**src/hdl/assert_macros.svh**
```systemverilog
// ----------------------------------------------------------------------------
// assert_macros.svh
// Concurrent assertion shorthands, clocked on clk, disabled while arst_n is low.
// ----------------------------------------------------------------------------
`ifndef ASSERT_MACROS_SVH
`define ASSERT_MACROS_SVH

// Check that an expression holds at every clock edge.
`define ASSERT_ALWAYS(lbl, expr, msg) \
	lbl: assert property (@(posedge clk) disable iff (!arst_n) (expr)) else $error(msg);

// Check that the consequent holds in the same cycle as the antecedent.
`define ASSERT_IMPL(lbl, ante, cons, msg) \
	lbl: assert property (@(posedge clk) disable iff (!arst_n) (ante) |-> (cons)) \
		else $error(msg);

`endif

```
**src/hdl/vkt_pkg.sv**
```systemverilog
// ----------------------------------------------------------------------------
// vkt_pkg
// Shared codes and chain types for the versioned key table.
// ----------------------------------------------------------------------------
`timescale 1ns / 1ps

package vkt_pkg;

	localparam int VER_W = 10;
	localparam int KEY_W = 64;

	localparam logic [VER_W-1:0] SPECIAL_VER    = 10'd999;
	localparam logic [VER_W-1:0] TOP_NORMAL_VER = 10'd255;

	// Commands
	localparam logic [1:0] CMD_ADD    = 2'd0;
	localparam logic [1:0] CMD_DELETE = 2'd1;
	localparam logic [1:0] CMD_GET    = 2'd2;
	localparam logic [1:0] CMD_LATEST = 2'd3;

	// Result status codes
	localparam logic [2:0] ST_OK        = 3'd0;
	localparam logic [2:0] ST_RANGE     = 3'd1;
	localparam logic [2:0] ST_IN_USE    = 3'd2;
	localparam logic [2:0] ST_FULL      = 3'd3;
	localparam logic [2:0] ST_NOT_FOUND = 3'd4;

	// One table slot
	typedef struct packed {
		logic [VER_W-1:0] ver;
		logic [KEY_W-1:0] key;
	} entry_t;

	// Probe that walks the chain one cell per cycle. In find mode ver is the
	// version searched for; in latest mode it is the best version so far.
	typedef struct packed {
		logic             valid;
		logic             latest;
		logic             hit;
		logic [VER_W-1:0] ver;
		logic [KEY_W-1:0] key;
	} probe_t;

	// Update strobes broadcast to every cell when a command commits.
	typedef struct packed {
		logic             append;
		logic             overwrite;
		logic             shift_dn;
		logic [VER_W-1:0] ver;
		logic [KEY_W-1:0] key;
	} cell_ctrl_t;

endpackage

```
**src/hdl/vkt_cell.sv**
```systemverilog
// ----------------------------------------------------------------------------
// vkt_cell
// One table slot plus one stage of the search probe chain.
// ----------------------------------------------------------------------------
`timescale 1ns / 1ps

module vkt_cell #(
	parameter int IDX = 0,
	parameter int CW  = 4
) (
	input  logic               clk,
	input  logic               arst_n,
	input  logic [CW-1:0]      count,
	input  vkt_pkg::cell_ctrl_t ctrl,
	input  vkt_pkg::probe_t    probe_in,
	output vkt_pkg::probe_t    probe_out,
	input  vkt_pkg::entry_t    nbr,
	output vkt_pkg::entry_t    entry
);

	vkt_pkg::entry_t ent_q;
	vkt_pkg::probe_t probe_q;
	vkt_pkg::probe_t probe_nxt;
	logic            sel_q;
	logic            shift_q;
	logic            occupied;
	logic            match;
	logic            cand;

	assign occupied = CW'(IDX) < count;

	always_comb begin
		match = probe_in.valid && !probe_in.latest && occupied && !probe_in.hit &&
			(ent_q.ver == probe_in.ver);
		cand  = probe_in.valid && probe_in.latest && occupied &&
			(ent_q.ver != vkt_pkg::SPECIAL_VER) &&
			(!probe_in.hit || (ent_q.ver > probe_in.ver));
		probe_nxt = probe_in;
		if (match || cand) begin
			probe_nxt.hit = 1'b1;
			probe_nxt.ver = ent_q.ver;
			probe_nxt.key = ent_q.key;
		end
	end

	always_ff @(posedge clk or negedge arst_n) begin
		if (!arst_n) begin
			probe_q <= '0;
			sel_q   <= 1'b0;
			shift_q <= 1'b0;
		end else begin
			probe_q <= probe_nxt;
			if (probe_in.valid && !probe_in.latest) begin
				sel_q   <= match;
				shift_q <= match || probe_in.hit;
			end
		end
	end

	// Slot contents carry no reset
	always_ff @(posedge clk) begin
		priority if (ctrl.shift_dn && shift_q) begin
			ent_q <= nbr;
		end else if (ctrl.overwrite && sel_q) begin
			ent_q.key <= ctrl.key;
		end else if (ctrl.append && (count == CW'(IDX))) begin
			ent_q.ver <= ctrl.ver;
			ent_q.key <= ctrl.key;
		end
	end

	assign probe_out = probe_q;
	assign entry     = ent_q;

endmodule

```
**src/hdl/versioned_key_table_core.sv**
```systemverilog
// ----------------------------------------------------------------------------
// versioned_key_table_core
// Table of up to MAX_KEYS 64-bit keys tagged with versions, built as a row
// of slot cells that a search probe walks through.
// ----------------------------------------------------------------------------
// Each command is taken as one transfer and answered with exactly one result
// transfer. Commands are handled one at a time: after a command is accepted,
// a probe walks the row of slot cells one cell per clock. The probe that leaves
// the chain is registered, then the result is loaded into the output register
// once that register is free or being drained, and s_tready rises again at the
// same time. The length of the cell chain sets how long the walk lasts. A
// waiting result does not hold off the next command; only a second finished
// result waits until the first one is taken. The table is empty after reset;
// slots beyond the entry count are never read.
// ----------------------------------------------------------------------------
`timescale 1ns / 1ps
`include "assert_macros.svh"

module versioned_key_table_core #(
	parameter int MAX_KEYS = 8
) (
	input  logic        clk,
	input  logic        arst_n,
	// Command stream
	input  logic        s_tvalid,
	output logic        s_tready,
	input  logic [79:0] s_tdata,  // version[9:0], allow_overwrite[10], key_in[74:11], zero
	input  logic [1:0]  s_tuser,  // cmd[1:0]
	// Result stream
	output logic        m_tvalid,
	input  logic        m_tready,
	output logic [79:0] m_tdata   // status[2:0], key_out[66:3], version_out[76:67], zero
);

	localparam int CW = $clog2(MAX_KEYS + 1);

	localparam logic [1:0] S_IDLE = 2'd0;
	localparam logic [1:0] S_SCAN = 2'd1;
	localparam logic [1:0] S_FIN  = 2'd2;

	logic [1:0]                  state_q;
	logic [CW-1:0]               count_q;
	logic [1:0]                  cmd_q;
	logic                        over_q;
	logic [vkt_pkg::VER_W-1:0]   ver_q;
	logic [vkt_pkg::KEY_W-1:0]   key_q;
	vkt_pkg::probe_t             launch_q;
	vkt_pkg::probe_t             res_q;
	logic                        m_tvalid_q;
	logic [79:0]                 m_tdata_q;

	vkt_pkg::probe_t             probe_w [MAX_KEYS+1];
	vkt_pkg::entry_t             ent_w   [MAX_KEYS];
	vkt_pkg::cell_ctrl_t         ctrl;

	logic                        s_fire;
	logic                        commit;
	logic                        in_range;
	logic                        cnt_inc;
	logic                        cnt_dec;
	logic [2:0]                  status;
	logic [vkt_pkg::KEY_W-1:0]   kout;
	logic [vkt_pkg::VER_W-1:0]   vout;

	assign s_tready = (state_q == S_IDLE);
	assign s_fire   = s_tvalid && s_tready;
	// Commit once the output register is free or being drained this cycle
	assign commit   = (state_q == S_FIN) && (!m_tvalid_q || m_tready);

	assign probe_w[0] = launch_q;

	// Row of slot cells; the last one shifts in its own contents on delete
	for (genvar gi = 0; gi < MAX_KEYS; gi++) begin : g_cell
		vkt_pkg::entry_t nbr;
		if (gi == MAX_KEYS - 1) begin : g_last
			assign nbr = ent_w[gi];
		end else begin : g_mid
			assign nbr = ent_w[gi+1];
		end
		vkt_cell #(
			.IDX (gi),
			.CW  (CW)
		) u_cell (
			.clk       (clk),
			.arst_n    (arst_n),
			.count     (count_q),
			.ctrl      (ctrl),
			.probe_in  (probe_w[gi]),
			.probe_out (probe_w[gi+1]),
			.nbr       (nbr),
			.entry     (ent_w[gi])
		);
	end

	// Decide the outcome from the probe that left the chain
	always_comb begin
		in_range = (ver_q == vkt_pkg::SPECIAL_VER) || (ver_q <= vkt_pkg::TOP_NORMAL_VER);
		status   = vkt_pkg::ST_OK;
		kout     = '0;
		vout     = '0;
		cnt_inc  = 1'b0;
		cnt_dec  = 1'b0;
		ctrl     = '0;
		ctrl.ver = ver_q;
		ctrl.key = key_q;
		unique case (cmd_q)
			vkt_pkg::CMD_ADD: begin
				if (!in_range) begin
					status = vkt_pkg::ST_RANGE;
				end else if (res_q.hit) begin
					if (over_q) begin
						ctrl.overwrite = commit;
					end else begin
						status = vkt_pkg::ST_IN_USE;
					end
				end else if (count_q == CW'(MAX_KEYS)) begin
					status = vkt_pkg::ST_FULL;
				end else begin
					ctrl.append = commit;
					cnt_inc     = commit;
				end
			end
			vkt_pkg::CMD_DELETE: begin
				if (res_q.hit) begin
					ctrl.shift_dn = commit;
					cnt_dec       = commit;
				end else begin
					status = vkt_pkg::ST_NOT_FOUND;
				end
			end
			vkt_pkg::CMD_GET: begin
				if (res_q.hit) begin
					kout = res_q.key;
				end else begin
					status = vkt_pkg::ST_NOT_FOUND;
				end
			end
			default: begin
				if (res_q.hit) begin
					kout = res_q.key;
					vout = res_q.ver;
				end else begin
					status = vkt_pkg::ST_NOT_FOUND;
				end
			end
		endcase
	end

	always_ff @(posedge clk or negedge arst_n) begin
		if (!arst_n) begin
			state_q    <= S_IDLE;
			count_q    <= '0;
			launch_q   <= '0;
			res_q      <= '0;
			m_tvalid_q <= 1'b0;
		end else begin
			// Launch a probe only in the cycle after a command transfer
			launch_q.valid <= s_fire;
			// Load a finished result, or drop the one the sink just took
			if (commit) begin
				m_tvalid_q <= 1'b1;
			end else if (m_tvalid_q && m_tready) begin
				m_tvalid_q <= 1'b0;
			end
			unique case (state_q)
				S_IDLE: begin
					if (s_fire) begin
						// Load the probe for the first cell
						launch_q.latest <= (s_tuser == vkt_pkg::CMD_LATEST);
						launch_q.hit    <= 1'b0;
						launch_q.ver    <= s_tdata[9:0];
						launch_q.key    <= '0;
						state_q         <= S_SCAN;
					end
				end
				S_SCAN: begin
					if (probe_w[MAX_KEYS].valid) begin
						res_q   <= probe_w[MAX_KEYS];
						state_q <= S_FIN;
					end
				end
				S_FIN: begin
					if (commit) begin
						state_q <= S_IDLE;
						if (cnt_inc) begin
							count_q <= count_q + 1'b1;
						end else if (cnt_dec) begin
							count_q <= count_q - 1'b1;
						end
					end
				end
				default: begin
					state_q <= S_IDLE;
				end
			endcase
		end
	end

	// Command and result payload; no reset needed
	always_ff @(posedge clk) begin
		if (s_fire) begin
			cmd_q  <= s_tuser;
			ver_q  <= s_tdata[9:0];
			over_q <= s_tdata[10];
			key_q  <= s_tdata[74:11];
		end
		if (commit) begin
			m_tdata_q <= {3'b000, vout, kout, status};
		end
	end

	assign m_tvalid = m_tvalid_q;
	assign m_tdata  = m_tdata_q;

	`ASSERT_ALWAYS(a_count_bound, count_q <= CW'(MAX_KEYS), "entry count exceeds table size")
	`ASSERT_IMPL(a_count_commit, count_q != $past(count_q), $past(state_q) == S_FIN,
		"entry count moved outside a commit")
	`ASSERT_IMPL(a_result_commit, $rose(m_tvalid), $past(state_q) == S_FIN,
		"result raised without a commit")
	`ASSERT_IMPL(a_probe_scan, probe_w[MAX_KEYS].valid, state_q == S_SCAN,
		"probe left the chain outside a scan")

endmodule

```
**config.mk**
```make
export PLATFORM = sky130hd
export DESIGN_NAME = versioned_key_table_core
export DESIGN_NICKNAME = d
export VERILOG_FILES = /design/src/hdl/vkt_pkg.sv /design/src/hdl/vkt_cell.sv /design/src/hdl/versioned_key_table_core.sv
export VERILOG_INCLUDE_DIRS = /design/src /design/src/hdl
export SDC_FILE = /design/constraint.sdc
export NUM_CORES = 2
export LEC_CHECK = 0
export CAP_MARGIN = 20
export CORE_MARGIN = 3
export CORE_UTILIZATION = 40
export CTS_CLUSTER_SIZE = 16
export DETAILED_ROUTE_END_ITERATION = 10
export DONT_BUFFER_PORTS = 1
export PLACE_DENSITY = 0.65
export SETUP_SLACK_MARGIN = 0.2
export SYNTH_ARGS = -nofsm -noshare
export SYNTH_HDL_FRONTEND = slang
export SYNTH_HIERARCHICAL = 1
export SYNTH_SLANG_ARGS = --single-unit
export TNS_END_PERCENT = 50
```
**constraint.sdc**
```tcl
create_clock -name clk -period 19.4 [get_ports clk]
set_input_delay 0.97 -clock clk [delete_from_list [all_inputs] [get_ports clk]]
set_output_delay 0.97 -clock clk [all_outputs]
set_load 0.03 [all_outputs]
```
==> metrics.cfg <==
[critical_path]
slowest_delay_ns=0.94
crit_slowest_cell=o211a_4
setup.worst_path.class=flip-flop to flip-flop
startpoint_type=flip-flop
crit_required_ns=20.01
critPathMaxFanout=56
worst-path-buf-inv=2
critPathCaptureType=flip-flop
critPathTopFamily=buffers and inverters
crit_chain=ha_1 > nand4_1 > or3_2 > buf_4 > o211a_4 > buf_4 > o211ai_2
worst_ep_arrival_time_ns=5.22
crit_top_cell=buf_4
rrSetupSlack_ns=14.79

[clock_network]
clkTransAtPathRegs_ns=0.07
cts-buffers-inserted=157
clock-sinks=1471
cts_root_buffer=clkbuf_16
post_cts_buffers=0
clock_path_buffers=3
cts_tree=built
cts_htree_levels=4
clock_latency_ns=0.79

[grt]
grt_pass1_wl_um=245000
antenna_found_initial=35
grt_pass1_vias=36413
grt_max_degree=548
gr-total-overflow=0
grt_usage_pct=19.4

[cells_and_area]
post-route-util_pct=45.3
multi_input_area_mm2=0.0222
area_growth_pct=11.9
fin_nets=4305
fin_cells=6428
seqCellArea_mm2=0.0405
drive_above_1_share_pct=36.3
fillers=13747
fin_area_mm2=0.0721

[sta]
finalCritPeriodShare_pct=23.8
finalSetupViolCount=0
finClkSkew_ns=0.0417
slew_headroom_pct=-6.82
worst_pin_slew_ns=1.60
post-route-min-period_ns=4.61
finalSetupTns_ns=0
rsz0062_at_grt=no
drv_slew=68
holdWs_ns=0.140
fmax_ghz=0.217
hold_viol_final=0

[power]
power_leakage_uw=0.0286
p_per_area_mw_per_mm2=116
peakVddDrop_mv=0.0822

[run]
max_cap_violations=0

[detailed_routing]
ant_nets=0
post-route-drc-count=0
wirelength_um=163000
routedWlPerCell_um=25.3
dr.pass1.iters=8
vias=35377
vias_per_cell=5.50
detail_route.iter0.violations=2904

[logic_synthesis]
yosysWarnings=6
syn_area_per_cell_um2=15.7
syn_inst=4091
netlist_area_mm2=0.0644

[die]
initial_utilization_pct=40.5
die_width_um=407
num_rows=146
io_pins=168
coreArea_mm2=0.159
die_area_mm2=0.166
fp.dieH_um=407

[placement]
place_congestion=0.807
dpl.cell_count=6118
io_buffers=0
placed_area_mm2=0.0666
dp_hpwl_um=89000

[worst_hold_path]
hold_path.class=input port to async pin

[run_status]
violations=slew limit
status=finished, violations left

==> layout make-up <==
| type | instances | area share (%) |
|---|---|---|
| Sequential cell | 1471 | 56.2 |
| Multi-Input combinational cell | 2271 | 30.8 |
| Clock buffer | 240 | 6.52 |
| Tap cell | 2146 | 3.73 |
| Timing Repair Buffer | 71 | 0.906 |
| Clock inverter | 56 | 0.882 |
| Inverter | 164 | 0.854 |
| Antenna cell | 9 | 0.0312 |
==> metal layers <==
| metal | GRT usage [%] | vias to the layer above | routed length, µm |
|---|---|---|---|
| met4 | 5.32 | 14 | 3700 |
| met2 | 30.3 | 1177 | 74800 |
| li1 | - | 15366 | - |
| met3 | 3.73 | 277 | 10600 |
| met5 | 0 | - | 90 |
| met1 | 27.7 | 18543 | 73500 |
==> power breakdown <==
part / total (µW) / switching (µW) / internal, µW / leakage, µW
Sequential: 4030 / 267 / 3760 / 0.0151
Clock: 3070 / 1260 / 1810 / 0.00261
Combinational: 1270 / 644 / 622 / 0.0109
==> flip-flops by register name (all words and copies together), names as in the netlist <==
register	cells
g_cell.u_cell/entry	592
ver_q	10
g_cell.u_cell/shift_q	8
count_q	4
over_q	1
m_tvalid	1
launch_q	12
g_cell.u_cell/sel_q	8
state_q	2
g_cell.u_cell/probe_out	615
m_tdata	77
res_q	75
cmd_q	2
key_q	64
==> final timing paths <==
check,startpoint,endpoint,cells past startpoint
setup / recovery,g_cell[2].u_cell/entry[71],g_cell[2].u_cell/probe_out[46],7
hold / removal,arst_n,res_q[25],1
setup reg to reg,g_cell[2].u_cell/entry[71],g_cell[2].u_cell/probe_out[46],7
hold reg to reg,launch_q[76],g_cell[0].u_cell/probe_out[76],0
max in group asynchronous,arst_n,g_cell[4].u_cell/probe_out[41],3
min in group clk,s_tdata[56],key_q[45],0
==> cell usage in the layout (no fill, tap or decap), drive strengths merged, types with 14 or more instances in the layout <==
cell        n
nand3      19
buf        71
nand2     273
o2111ai   150
dfrtp     725
a21o       14
o211ai     71
and3       74
inv       170
mux2     1120
a21oi      22
edfxtp    746
clkinv     35
nor2       34
o21ai      98
nand4      95
conb       69
ha         82
clkbuf    240
nand2b     14
==> worst reg2reg max path: stages (launching register included) <==
cell and delay (ns):
edfxtp_1 0.50, ha_1 0.35, nand4_1 0.24, or3_2 0.59
buf_4 0.87, o211a_4 0.95, buf_4 0.73, o211ai_2 0.20
==> per-stage QoR <==
step	power (µW)	setup WS, ns
2_1_floorplan	4930	10.08
3_5_place_dp	5300	14.70
4_1_cts	8430	14.88
6_report	8360	14.79
3_3_place_gp	5270	14.78
5_1_grt	8730	14.77
==> what timing repair did <==
item | in CTS | in global routing
hold endpoints to repair | 547 | 0
resized for setup | 0 | 0
hold buffers | 2 | 0
setup endpoints to repair | 0 | 0
No activity file was read; power rests on OpenSTA's default activity.
